$ cat src/rtl/core/pie_pkg.sv
`timescale 1ns / 1ps
// Shared types and constants for the power iteration eigenvector engine.
// Used by every module in rtl/core except pie_ram; depends on nothing else.
package pie_pkg;

  // Field and datapath widths fixed by the item formats.
  localparam int unsigned VAL_W    = 32;
  localparam int unsigned MAG_W    = 48;
  localparam int unsigned ITER_W   = 16;
  localparam int unsigned TOL_W    = 31;
  localparam int unsigned SIZE_W   = 7;
  localparam int unsigned POS_W    = 12;
  localparam int unsigned ACC_W    = 64;
  localparam int unsigned YMAG_W   = 63;
  localparam int unsigned SCL_W    = 28;
  localparam int unsigned DVD_W    = 58;
  localparam int unsigned QUO_W    = 31;
  localparam int unsigned ROOT_W   = 32;
  localparam int unsigned CFG_AW   = 4;
  localparam int unsigned PROD_SH  = 6;
  localparam int unsigned FRAC_SH  = 30;
  localparam int unsigned MAG_SH   = 24;

  // Register reset values and the magnitude saturation limit.
  localparam logic [SIZE_W-1:0] SIZE_RST  = 7'd64;
  localparam logic [TOL_W-1:0]  TOL_RST   = 31'd1;
  localparam logic [ITER_W-1:0] MAXIT_RST = 16'd1000;
  localparam logic [MAG_W-1:0]  MAG_SAT   = {MAG_W{1'b1}};

  // Register indexes on the configuration port.
  typedef enum logic [1:0] {
    REG_SIZE  = 2'd0,
    REG_TOL   = 2'd1,
    REG_MAXIT = 2'd2
  } reg_idx_e;

  // One input item: a matrix element.
  typedef struct packed {
    logic signed [VAL_W-1:0] value;
    logic                    last_element;
  } in_item_t;

  // One result item: a vector element with run summary.
  typedef struct packed {
    logic signed [VAL_W-1:0] vector_element;
    logic [MAG_W-1:0]        eigen_magnitude;
    logic [ITER_W-1:0]       iterations;
    logic                    converged;
    logic                    last_result;
  } out_item_t;

  // Element of A x held in sign-magnitude form.
  typedef struct packed {
    logic              neg;
    logic [YMAG_W-1:0] mag;
  } y_t;

  // Controls broadcast to every cell of the vector chain.
  typedef struct packed {
    logic load_x;
    logic shift_x;
    logic shift_y;
  } cell_ctrl_t;

endpackage

$ cat src/rtl/core/pie_div.sv
`timescale 1ns / 1ps
// Restoring divider, one quotient bit per cycle, for quotients below 2^31.
// Depends on pie_pkg.
module pie_div (
  input  logic                         clk_i,
  input  logic                         rst_ni,
  input  logic                         start_i,
  input  logic [pie_pkg::DVD_W-1:0]    dividend_i,
  input  logic [pie_pkg::ROOT_W-1:0]   divisor_i,
  output logic                         done_o,
  output logic [pie_pkg::QUO_W-1:0]    quo_o
);
  import pie_pkg::*;

  localparam int unsigned CW = $clog2(QUO_W);

  logic              busy_q;
  logic              done_q;
  logic [CW-1:0]     cnt_q;
  logic [ROOT_W-1:0] rem_q;
  logic [ROOT_W-1:0] dvs_q;
  logic [QUO_W-1:0]  dq_q;
  logic [ROOT_W:0]   trial;
  logic [ROOT_W:0]   diff;
  logic              ge;

  // Bring down the next dividend bit and try the subtraction.
  assign trial = {rem_q, dq_q[QUO_W-1]};
  assign diff  = trial - {1'b0, dvs_q};
  assign ge    = (trial >= {1'b0, dvs_q});

  // Control: busy while the quotient bits form, then a done pulse.
  always_ff @(posedge clk_i or negedge rst_ni) begin
    if (!rst_ni) begin
      busy_q <= 1'b0;
      done_q <= 1'b0;
      cnt_q  <= '0;
    end else begin
      done_q <= 1'b0;
      if (start_i) begin
        busy_q <= 1'b1;
        cnt_q  <= '0;
      end else if (busy_q) begin
        cnt_q <= cnt_q + 1'b1;
        if (cnt_q == CW'(QUO_W - 1)) begin
          busy_q <= 1'b0;
          done_q <= 1'b1;
        end
      end
    end
  end

  // Datapath: the upper dividend bits form the starting remainder, and the
  // quotient bits replace the low dividend bits as they shift out.
  always_ff @(posedge clk_i) begin
    if (start_i) begin
      rem_q <= ROOT_W'(dividend_i[DVD_W-1:QUO_W]);
      dq_q  <= dividend_i[QUO_W-1:0];
      dvs_q <= divisor_i;
    end else if (busy_q) begin
      rem_q <= ge ? diff[ROOT_W-1:0] : trial[ROOT_W-1:0];
      dq_q  <= {dq_q[QUO_W-2:0], ge};
    end
  end

  assign done_o = done_q;
  assign quo_o  = dq_q;

endmodule

$ cat config.mk
export PLATFORM = sky130hd
export DESIGN_NAME = pie_div
export DESIGN_NICKNAME = d
export VERILOG_FILES = /design/src/rtl/core/pie_pkg.sv /design/src/rtl/core/pie_div.sv
export SDC_FILE = /design/constraint.sdc
export NUM_CORES = 1
export LEC_CHECK = 0
export BUFFER_PORTS_ARGS = -buffer_cell sky130_fd_sc_hd__buf_2
export CORE_ASPECT_RATIO = 1.75
export CORE_UTILIZATION = 45
export CTS_BUF_LIST = sky130_fd_sc_hd__clkbuf_8
export DETAILED_ROUTE_END_ITERATION = 12
export GPL_ROUTABILITY_DRIVEN = 1
export PLACE_DENSITY = 0.68
export RECOVER_POWER = 50
export SLEW_MARGIN = 20
export SYNTH_ARGS = -nofsm -noshare
export SYNTH_HDL_FRONTEND = slang
export SYNTH_SLANG_ARGS = --single-unit
export TNS_END_PERCENT = 50
$ cat constraint.sdc
create_clock -name clk_i -period 3.4 [get_ports clk_i]
set_input_delay 0.34 -clock clk_i [delete_from_list [all_inputs] [get_ports clk_i]]
set_output_delay 0.34 -clock clk_i [all_outputs]
set_load 0.05 [all_outputs]
==> impl_metrics.toml <==
[logic_synthesis]
synth-seq-cells = 102
ys_warn_count = 0
avgSynthCellArea_um2 = 10.5
synth_flop_cell = "edfxtp_1"
syn_area_um2 = 6120
syn_inst = 582
ys_async_sr_fraction = 0.0686
synth-edff-count = 90
seq_area_frac_synth = 0.486
syn_nets = 710
synth_cell_type_count = 60

[final_layout]
syn_to_final_growth_pct = 19.3
drive_gt1_frac = 0.288
diodes = 0
final_util = 0.549
sequential_cell_area_um2 = 2980
n_fill_cell = 1247
fin_cells = 889
multi_input_area_um2 = 2980
nets = 838
postLayoutCellArea_um2 = 7300

[clock_network]
cts.sink_count = 102
h-tree-depth = 3
cts-root-buf = "clkbuf_8"
cts_setup_buffers = 0
numCtsBuffers = 9
path_clk_slew_ps = 120
cts_tree = "done"
clockBufferDepth = 2
clk-insertion-delay-late_ps = 390

[routing]
drt_iter0_markers = 305
num_vias = 4910
wire_per_inst_um = 16.7
drt-total-wl_mm = 14.9
drtPass1Iterations = 5
drc_errors = 0
ant_nets = 0
vias_per_cell = 5.52

[timing]
drv_slew = 0
setup_violations = 0
grt_setup_unrepaired = "true"
min_period_ps = 3230
fin_setup_tns_ps = 0
skew_ps = 19.7
hold_viol = 0
worst_pin_slew_ps = 531
max-slew-margin-rel = 0.644
fmax_ghz = 0.310
fin_crit_sh = 0.949

[pwr]
finalPower_mw = 5.59
p_leak_nw = 3.16
switching_share = 0.423
peakVddDrop_v = 0.000402
switching_power_mw = 2.37
power_frac_comb = 0.517
p_clk_frac = 0.154
intPower_mw = 3.22
pwr-share-seq = 0.329
power_density_nw_per_um2 = 765

[grt]
grt_pass1_vias = 4842
grt_pass1_wl_mm = 23.2
grtUsageTotal = 0.209
grt_start_max_net_pins = 44
top_usage_layer = "met2"
met3_usage = 0.0311
use_met2 = 0.410
grt-ovfl-total = 0
antenna_found_initial = 0
use_met1 = 0.223

[die]
core_um2 = 13300
start_util = 0.460
fp.dieW_um = 90.2
die-height_um = 156
io_pins = 125
rows = 56
die_area_um2 = 14100

[min_path]
min_path_type = "in2reg"

[placed_design]
place_hpwl_mm = 11.2
routabilityCongestion = 0.957
place_area_um2 = 6990
dp_cells = 872
port_buffers = 124

[flow_run]
max_cap_viol_count = 0

[setup_path]
cp_max_fo = 17
arrival_ps = 3440
critical_path_class = "reg2reg"
end_kind = "register"
start_kind = "register"
required_ps = 3620

[outcome]
outcome = "completed"
[synth_stat cells (3+ instances only)]
library cell | instances | share of area
edfxtp_1 | 90 | 0.44
nand2_1 | 59 | 0.036
a21oi_1 | 39 | 0.032
inv_1 | 39 | 0.024
nor2_1 | 39 | 0.024
ha_1 | 34 | 0.069
mux2_2 | 32 | 0.059
o21ai_0 | 23 | 0.019
a31oi_1 | 19 | 0.019
a21o_1 | 16 | 0.020
nand3_1 | 14 | 0.011
clkbuf_1 | 13 | 0.0080
xnor2_1 | 12 | 0.017
nand4_1 | 9 | 0.0092
xor2_1 | 9 | 0.013
nor3_1 | 8 | 0.0065
and3_1 | 7 | 0.0071
buf_2 | 7 | 0.0057
dfrtp_1 | 7 | 0.029
mux2i_1 | 7 | 0.011
nor2b_1 | 7 | 0.0071
or2_2 | 7 | 0.0071
or3_1 | 6 | 0.0061
dfxtp_1 | 5 | 0.016
nand2b_1 | 5 | 0.0051
o211ai_1 | 5 | 0.0061
o21a_1 | 5 | 0.0061
and2_1 | 4 | 0.0041
nor4_1 | 4 | 0.0041
o31ai_1 | 4 | 0.0049
a2bb2oi_1 | 3 | 0.0043
nand3b_1 | 3 | 0.0037
nor3b_1 | 3 | 0.0037
o2bb2ai_1 | 3 | 0.0043
[worst paths after layout]
kind | to | startpoint | depth (start not counted) | slack [ps]
setup / recovery | rem_q[23] | rem_q[0] | 10 | 170
hold / removal | dvs_q[2] | divisor_i[2] | 1 | 120
setup reg to reg | rem_q[23] | rem_q[0] | 10 | 170
hold reg to reg | rem_q[29] | rem_q[29] | 2 | 530
max in group asynchronous | cnt_q[0] | rst_ni | 2 | 2750
min in group asynchronous | cnt_q[4] | rst_ni | 2 | 370
[layout make-up]
cell class / instances / area share
Clock inverter: 7 / 0.0139
Inverter: 39 / 0.0200
Sequential cell: 102 / 0.408
Tap cell: 174 / 0.0298
Multi-Input combinational cell: 418 / 0.408
Clock buffer: 9 / 0.0170
Timing Repair Buffer: 140 / 0.103
[kinds of logic (layout without fill, tap and decap cells)]
logic type / Yosys count / count (layout) / share of synthesized area
fa+ha+maj: 35 / 35 / 0.0727
xor+xnor: 21 / 21 / 0.0300
mux: 39 / 39 / 0.0703
flops: 102 / 102 / 0.486
simple gates: 181 / 181 / 0.146
buf+inv: 62 / 195 / 0.0398
compound gates: 142 / 142 / 0.155
[through the flow]
stage                     worst slack (ps)  hold WS (ps)
after floorplan                        137          44.4
after global placement                 244           175
after detailed placement               106           182
after CTS                             92.2          98.8
after global routing                 -51.7          92.0
final                                  175           115
[registers in the layout, summed over array words and instances, names as in the netlist]
signal  count
done_o      1
dvs_q      32
quo_o      31
rem_q      32
busy_q      1
cnt_q       5
[power by group through the flow]
stage / combinational [mW] / sequential, mW / clock [mW]
floorplan: 1.95 / 1.98 / 0
CTS: 2.81 / 1.83 / 0.875
finish: 2.89 / 1.84 / 0.859
global placement: 2.77 / 1.84 / 0
global route: 3.17 / 1.87 / 0.921
detailed placement: 2.79 / 1.86 / 0
[worst max-delay path, stage by stage (launching register included)]
cell and delay, ps:
edfxtp_1 470, ha_1 330, nor2b_1 270, o21bai_4 110, a2111oi_4 380, or2_4 210, o211ai_4 150, and2_1 250
buf_12 160, or4_1 520, a32oi_1 210
[what timing repair did]
item	CTS	global route
gates resized for setup	0	13
endpoints found under the hold margin	7	0
hold buffers	1	0
setup endpoints to repair	0	7
[routing by layer]
metal  wire (um)  part of all wire
met1        5770              0.39
met2        8460              0.57
met3         392             0.026
met4         272             0.018
met5           0                 0
[layout by cell type, fill, tap and decap left out, types with 4 or more instances in the layout]
| master | netlist | routed |
|---|---|---|
| buf_4 | 0 | 15 |
| a21oi_1 | 39 | 38 |
| inv_1 | 39 | 39 |
| or3_1 | 6 | 6 |
| mux2i_1 | 7 | 7 |
| mux2_2 | 32 | 32 |
| a31oi_1 | 19 | 18 |
| o211ai_1 | 5 | 5 |
| nor2b_1 | 7 | 7 |
| nand3_1 | 14 | 14 |
| buf_2 | 7 | 121 |
| ha_1 | 34 | 32 |
| and2_1 | 4 | 4 |
| dfrtp_1 | 7 | 7 |
| o21a_1 | 5 | 5 |
| edfxtp_1 | 90 | 90 |
| o21ai_0 | 23 | 23 |
| o31ai_1 | 4 | 4 |
| nor2_1 | 39 | 39 |
| clkbuf_8 | 0 | 9 |
| xnor2_1 | 12 | 12 |
| and3_1 | 7 | 7 |
| or2_2 | 7 | 6 |
| nand2b_1 | 5 | 5 |
| nand4_1 | 9 | 9 |
| xor2_1 | 9 | 9 |
| nor3_1 | 8 | 8 |
| a21o_1 | 16 | 16 |
| nand2_1 | 59 | 59 |
| dfxtp_1 | 5 | 5 |
(Power assumes the default switching activity.)
