$ cat src/rtl/core/pie_pkg.sv
`timescale 1ns / 1ps
// Shared types and constants for the power iteration eigenvector engine.
// Used by every module in rtl/core except pie_ram; depends on nothing else.
package pie_pkg;

  // Field and datapath widths fixed by the item formats.
  localparam int unsigned VAL_W    = 32;
  localparam int unsigned MAG_W    = 48;
  localparam int unsigned ITER_W   = 16;
  localparam int unsigned TOL_W    = 31;
  localparam int unsigned SIZE_W   = 7;
  localparam int unsigned POS_W    = 12;
  localparam int unsigned ACC_W    = 64;
  localparam int unsigned YMAG_W   = 63;
  localparam int unsigned SCL_W    = 28;
  localparam int unsigned DVD_W    = 58;
  localparam int unsigned QUO_W    = 31;
  localparam int unsigned ROOT_W   = 32;
  localparam int unsigned CFG_AW   = 4;
  localparam int unsigned PROD_SH  = 6;
  localparam int unsigned FRAC_SH  = 30;
  localparam int unsigned MAG_SH   = 24;

  // Register reset values and the magnitude saturation limit.
  localparam logic [SIZE_W-1:0] SIZE_RST  = 7'd64;
  localparam logic [TOL_W-1:0]  TOL_RST   = 31'd1;
  localparam logic [ITER_W-1:0] MAXIT_RST = 16'd1000;
  localparam logic [MAG_W-1:0]  MAG_SAT   = {MAG_W{1'b1}};

  // Register indexes on the configuration port.
  typedef enum logic [1:0] {
    REG_SIZE  = 2'd0,
    REG_TOL   = 2'd1,
    REG_MAXIT = 2'd2
  } reg_idx_e;

  // One input item: a matrix element.
  typedef struct packed {
    logic signed [VAL_W-1:0] value;
    logic                    last_element;
  } in_item_t;

  // One result item: a vector element with run summary.
  typedef struct packed {
    logic signed [VAL_W-1:0] vector_element;
    logic [MAG_W-1:0]        eigen_magnitude;
    logic [ITER_W-1:0]       iterations;
    logic                    converged;
    logic                    last_result;
  } out_item_t;

  // Element of A x held in sign-magnitude form.
  typedef struct packed {
    logic              neg;
    logic [YMAG_W-1:0] mag;
  } y_t;

  // Controls broadcast to every cell of the vector chain.
  typedef struct packed {
    logic load_x;
    logic shift_x;
    logic shift_y;
  } cell_ctrl_t;

endpackage

$ cat src/rtl/core/pie_cell.sv
`timescale 1ns / 1ps
// One cell of the vector chain: holds one element of x and one of y.
// Depends on pie_pkg.
module pie_cell (
  input  logic                           clk_i,
  input  pie_pkg::cell_ctrl_t            ctrl_i,
  input  logic                           tail_i,
  input  logic signed [pie_pkg::VAL_W-1:0] x_init_i,
  input  logic signed [pie_pkg::VAL_W-1:0] x_ins_i,
  input  logic signed [pie_pkg::VAL_W-1:0] x_next_i,
  input  pie_pkg::y_t                    y_ins_i,
  input  pie_pkg::y_t                    y_next_i,
  output logic signed [pie_pkg::VAL_W-1:0] x_o,
  output pie_pkg::y_t                    y_o
);
  import pie_pkg::*;

  logic signed [VAL_W-1:0] x_q;
  y_t                      y_q;

  // The x element loads the start value, or moves one cell toward the head;
  // the tail cell of the active ring takes the inserted value instead.
  always_ff @(posedge clk_i) begin
    if (ctrl_i.load_x) begin
      x_q <= x_init_i;
    end else if (ctrl_i.shift_x) begin
      x_q <= tail_i ? x_ins_i : x_next_i;
    end
  end

  // The y element moves the same way under its own shift.
  always_ff @(posedge clk_i) begin
    if (ctrl_i.shift_y) begin
      y_q <= tail_i ? y_ins_i : y_next_i;
    end
  end

  assign x_o = x_q;
  assign y_o = y_q;

endmodule

$ cat config.mk
export PLATFORM = sky130hd
export DESIGN_NAME = pie_cell
export DESIGN_NICKNAME = d
export VERILOG_FILES = /design/src/rtl/core/pie_pkg.sv /design/src/rtl/core/pie_cell.sv
export SDC_FILE = /design/constraint.sdc
export NUM_CORES = 1
export LEC_CHECK = 0
export ABC_AREA = 1
export BUFFER_PORTS_ARGS = -buffer_cell sky130_fd_sc_hd__buf_2
export CELL_PAD_IN_SITES_DETAIL_PLACEMENT = 1
export CELL_PAD_IN_SITES_GLOBAL_PLACEMENT = 2
export CORE_MARGIN = 2
export CORE_UTILIZATION = 21
export CTS_BUF_LIST = sky130_fd_sc_hd__clkbuf_16
export CTS_CLUSTER_DIAMETER = 40
export CTS_CLUSTER_SIZE = 24
export DETAILED_ROUTE_END_ITERATION = 16
export GPL_TIMING_DRIVEN = 0
export PLACE_DENSITY_LB_ADDON = 0.25
export SYNTH_ARGS = -nofsm -noshare
export SYNTH_HDL_FRONTEND = slang
export SYNTH_SLANG_ARGS = --single-unit
$ cat constraint.sdc
create_clock -name clk_i -period 1.5 [get_ports clk_i]
set_input_delay 0.225 -clock clk_i [delete_from_list [all_inputs] [get_ports clk_i]]
set_output_delay 0.225 -clock clk_i [all_outputs]
set_load 0.05 [all_outputs]
==> results of run 1 <==
==> area by class of cell <==
class | count | share of cell area (%)
buffer | 28 | 2.60
clock buffer | 9 | 3.25
clock inverter | 7 | 0.903
inverter | 66 | 3.57
multi-input combinational | 353 | 19.7
sequential | 96 | 41.6
tap | 280 | 5.06
timing repair buffer | 322 | 23.3
==> cell families (layout without fill, tap and decap cells) <==
family	Yosys count	after routing	synth area share, %
buf+inv	94	432	9.15
flops	96	96	61.6
simple gates	353	353	29.2
==> layer usage <==
layer  global-route usage (%)  up-vias  part of all wire [%]
met2                     25.5      227                    47
met1                     18.4     2093                    41
met4                     3.97        6                   1.0
met3                     5.81       18                    11
li1                         -     2341                     -
met5                        0        -                  0.21
==> per-stage QoR <==
stage	cells	setup TNS (ns)	hold slack, ns
final	1161	0	0.129
after CTS	1161	0	0.111
after global routing	1161	0	0.117
after floorplan	543	0	0.337
after detailed placement	1145	-1.08	0.493
after global placement	1145	-22.66	0.489
==> power groups by stage <==
stage / clock network (mW) / registers [mW] / logic [mW]
detailed placement: 0 / 3.39 / 2.08
global placement: 0 / 3.38 / 2.08
floorplan: 0 / 4.36 / 0.375
finish: 2.33 / 3.33 / 2.05
global route: 2.51 / 3.36 / 2.21
CTS: 2.45 / 3.33 / 2.08
==> cells in the final DEF, fill, tap and decap left out, drive strengths merged <==
master  Yosys  layout
buf        25     347
nand2     320     320
clkbuf      3      12
clkinv      0       4
edfxtp     96      96
or2         1       1
nand3      32      32
inv        66      69
==> how the worst min path moves through the flow <==
| stage | from | endpoint |
|---|---|---|
| after CTS | y_next_i[10] | y_o[10]$_DFFE_PP_ |
| after detailed placement | y_next_i[61] | y_o[61]$_DFFE_PP_ |
| after global placement | y_next_i[21] | y_o[21]$_DFFE_PP_ |
| after global routing | y_next_i[39] | y_o[39]$_DFFE_PP_ |
| after floorplan | ctrl_i[0] | y_o[0]$_DFFE_PP_ |
| final | y_next_i[10] | y_o[10]$_DFFE_PP_ |
==> sequential cells by signal, summed over array words and instances, names as in the netlist <==
register and flops:
y_o 64, x_o 32
==> metrics.txt, run 1 <==
worst-path cell with the longest stage delay=edfxtp_1; die area=23500 um^2; Non-Filler Cell Area, Final=6930 um^2; setup fix buffers added after clock tree synthesis=0; Mapped Nets=772; area of the mapped netlist=4680 um^2; final slew viol count=0; number of warnings reported in the yosys synthesis log=0; unrepaired setup endpoints after global routing=false; count leader, synth=nand2_1; sinks on the clock net=96; detailed-placement wirelength estimate=14200 um; number of gates resized after CTS=0; clock root cell=clkbuf_16; H-tree depth=3; number of DRC markers after the initial detailed-route iteration=180; Fmax=0.836 GHz; Chip Height=153 um; worst setup slack before clock tree synthesis=-0.0387 ns; sequential share of power=43.2%; Yosys top cell area share=61.6%; kind of end point of the critical path=output port; initial antenna violation count=4; Worst Max-Slew Pin Slew=0.883 ns; Setup WS post-layout=0.304 ns; number of placed I/O pins=325; first element of the critical path=y_o[24]$_DFFE_PP_; area of combinational cells with multiple inputs=1370 um^2; most frequent cells after synthesis=320 x nand2_1, 96 x edfxtp_1, 65 x inv_1; DRC viols=0; share of flip-flops with an asynchronous set or reset after synthesis=0%; count of mapped cells out of synthesis=543; final weighted congestion in routability-driven placement=0.753; final total power=7.70 mW; count of antenna diodes in the layout=0; Row Count=54; Switching Fraction=35.4%; critical path endpoint=y_o[24]; number of global-route vias before repair=4817; cell-by-cell listing of the critical path=buf_2; worst path required time=1.27 ns; Synth area leaders=edfxtp_1 62%, nand2_1 26%, inv_1 5.2%; standard cell core area=21800 um^2; start-to-end type of the worst setup path=flip-flop to output port; crit start category=flip-flop; Hold Path Cell Cnt=3; GR Overflow Total=0; clock tree from TritonCTS=yes; outcome=complete, no violations; largest vdd supply drop=0.415 mV; detailed-route wire length=18200 um; utilization of the core after routing=31.8%; kind of cell adding the most delay to the critical path=flip-flops; Syn Area/Cell=8.62 um^2; count of unique library cells instantiated by Yosys=10; internal cell power=4.98 mW; total cell area at the placement stage=6640 um^2; starting density of the core=21.4%; EDFF count, synth=96; vias after detailed routing=4685; worst relative slew slack=41.1%; Max Fanout on Critical Path=1; Nets=1105; pwr dens=1110 nW/um^2; share of the clock period used by the worst path=79.7%; flop and latch count out of synthesis=96; Seq. cell area=2880 um^2; Filler cells=2736; number of buffer and inverter stages on the critical path=1; global-route wire length before repair=27500 um; antenna viol nets, final=0; largest stage delay on the critical path=0.34 ns; average routed wire per standard cell=15.7 um; maximum number of buffers from clock root to sink=2; count of final hold-check violations=0; part of the total power dissipated in combinational logic=26.6%; leakage power figure=3.81 nW; maxcap violations=0; cell type with the largest total area after synthesis=edfxtp_1; hold_buf cts=0; total setup violations reported at the end of the flow=0; ratio of routed vias to standard cells=4.04; share of cells above drive strength 1=41.4%; Crit path depth=1; die boundary width=153 um; clock-pin slew on the worst setup and hold paths=0.08 ns; Arrival @ worst endpoint=0.97 ns; GR Util All Layers=15.2%; post-synthesis sequential area ratio=61.6%; hold crit path type=input port to flip-flop; drt first pass iters=4; clock group share of total power=30.3%; switching power total=2.73 mW; Area Overhead vs Synth=48.1%; largest net degree at the start of global routing=65; total of buffers placed on input and output ports=322; Primary FF master, synth=edfxtp_1; total clock buffers created by CTS=9; time the final worst path needs with I/O delays and setup=1.20 ns
Note: power is estimated with default switching activity, not from simulation.
==> run 2, diff against run 1 <==
- CORE_UTILIZATION: 21 -> 19
- clock period: 1.5 -> 1.05 ns (I/O delays scaled with it)
==> metrics.txt, run 2 (synthesized netlist as in run 1, its figures left out) <==
share of the clock period used by the worst path=106%; Chip Height=161 um (+5.0%); die area=25900 um^2 (+10%); Max Fanout on Critical Path=1 (unchanged); global-route wire length before repair=28300 um (+2.8%); worst path required time=0.89 ns (-0.38 ns); Setup WS post-layout=-0.0617 ns (-0.365 ns); number of placed I/O pins=325 (unchanged); violations in the final reports=setup timing; total clock buffers created by CTS=9 (unchanged); average routed wire per standard cell=15.4 um (-1.6%); maximum number of buffers from clock root to sink=2 (unchanged); count of final hold-check violations=0 (unchanged); total negative slack for setup checks=-1.28 ns (-1.28 ns); final slew viol count=0 (unchanged); share of cells above drive strength 1=41.3% (-0.11 points); largest vdd supply drop=0.622 mV (+50%); number of flip-flops under the largest register name=64 (unchanged); pwr dens=1530 nW/um^2 (+37%); utilization of the core after routing=31.3% (-0.47 points); leakage power figure=4.01 nW (+5.3%); Worst Max-Slew Pin Slew=0.877 ns (-0.00538 ns); drt first pass iters=6 (+2); time the final worst path needs with I/O delays and setup=1.11 ns; Area Overhead vs Synth=62.2%; Crit path depth=1 (unchanged); crit start category=flip-flop; worst relative slew slack=41.5% (+0.36 points); number of global-route vias before repair=4983 (+3.4%); Arrival @ worst endpoint=0.95 ns (-0.02 ns); Fmax=0.900 GHz; total instance count after detailed placement=1189 (+3.8%); number of buffer and inverter stages on the critical path=1 (unchanged); total of buffers placed on input and output ports=322 (unchanged); detailed-route wire length=18600 um (+2.1%); total setup violations reported at the end of the flow=82 (+82); die boundary width=161 um (+5.0%); clock root cell=clkbuf_16; clock-pin slew on the worst setup and hold paths=0.08 ns (about the same); sinks on the clock net=96 (unchanged); cell-by-cell listing of the critical path=buf_6; kind of end point of the critical path=output port; final weighted congestion in routability-driven placement=0.722 (-4.1%); GR Util All Layers=14.2% (-1.0 points); sink of the worst hold path=y_o[62]$_DFFE_PP_; maxcap violations=0 (unchanged); GR Overflow Total=0 (unchanged); worst-path cell with the longest stage delay=edfxtp_1; H-tree depth=3 (unchanged); vias after detailed routing=4692 (+0.15%); count of antenna diodes in the layout=0 (unchanged); Worst Hold Launch=y_next_i[62]; Filler cells=2964 (+8.3%); start-to-end type of the worst setup path=flip-flop to output port; initial antenna violation count=2 (-2); clock tree from TritonCTS=yes; standard cell core area=24200 um^2 (+11%); commonest cells after routing, fill and taps aside=320 x nand2_1, 240 x buf_2, 101 x buf_6; number of DRC markers after the initial detailed-route iteration=245 (+36%); antenna viol nets, final=0 (unchanged); largest net degree at the start of global routing=65 (unchanged); ratio of routed vias to standard cells=3.89 (-3.5%); Nets=1105 (unchanged); starting density of the core=19.3% (-2.1 points); detailed-placement wirelength estimate=14000 um (-0.80%); number of standard cells in the final layout excluding fillers=1205 (+3.8%); unrepaired setup endpoints after global routing=true; setup fix buffers added after clock tree synthesis=0 (unchanged); largest stage delay on the critical path=0.42 ns (+0.08 ns); kind of cell adding the most delay to the critical path=flip-flops; outcome=finished with violations; Hold Path Cell Cnt=3 (unchanged); hold crit path type=input port to flip-flop; commonest non-fill, non-tap cell in the layout=nand2_1; DRC viols=0 (unchanged); Row Count=57 (+5.6%)
## run 2: where the power goes
group,switching [mW],internal [mW],total [mW],leakage (nW)
sequential,0.175,4.68,4.86,0.952
clock,1.69,1.67,3.35,0.142
combinational,2.15,1.23,3.37,2.92
## run 2: how the worst max path moves through the flow
| stage | startpoint | to | slack (ns) |
|---|---|---|---|
| 2_1_floorplan | ctrl_i[2] | x_o[0]$_DFFE_PP_ | 0.09 |
| 3_3_place_gp | ctrl_i[0] | y_o[13]$_DFFE_PP_ | -0.74 |
| 3_5_place_dp | ctrl_i[0] | y_o[14]$_DFFE_PP_ | -0.23 |
| 4_1_cts | y_o[26]$_DFFE_PP_ | y_o[26] | -0.09 |
| 5_1_grt | x_o[6]$_DFFE_PP_ | x_o[6] | -0.10 |
| 6_report | x_o[6]$_DFFE_PP_ | x_o[6] | -0.06 |
## run 2: cell type report
class                      count  area, um^2  share of cell area, %
tap                          324         405                   5.34
multi-input combinational    353        1370                   18.1
clock buffer                   9         225                   2.97
sequential                    96        2880                   38.0
timing repair buffer         322        2210                   29.2
buffer                        28         180                   2.37
clock inverter                 7        61.3                  0.808
inverter                      66         248                   3.27
## run 2: what timing repair did
item,in CTS,in global routing
pin swaps,0,0
cloned,0,0
gates resized for setup,192,0
endpoints found under the setup margin,96,96
hold buffers,0,0
## run 2: per-layer routing
metal  GRT usage [%]  up-vias  wire length [um]
met5               0        -                30
met1            17.3     2113              7710
met2            23.8      219              8700
li1                -     2341                 -
met3            5.55       15              1930
met4            3.53        4               178
## run 2: stage by stage
| stage | instance area, um^2 | power [mW] | setup slack, ns | hold WS (ns) |
|---|---|---|---|---|
| floorplan | 4680 | 6.76 | 0.0916 | 0.270 |
| global placement | 6700 | 7.80 | -0.737 | 0.421 |
| detailed placement | 6700 | 7.82 | -0.226 | 0.425 |
| CTS | 7590 | 11.8 | -0.0885 | 0.0422 |
| global route | 7590 | 12.2 | -0.102 | 0.0554 |
| finish | 7590 | 11.6 | -0.0617 | 0.0589 |
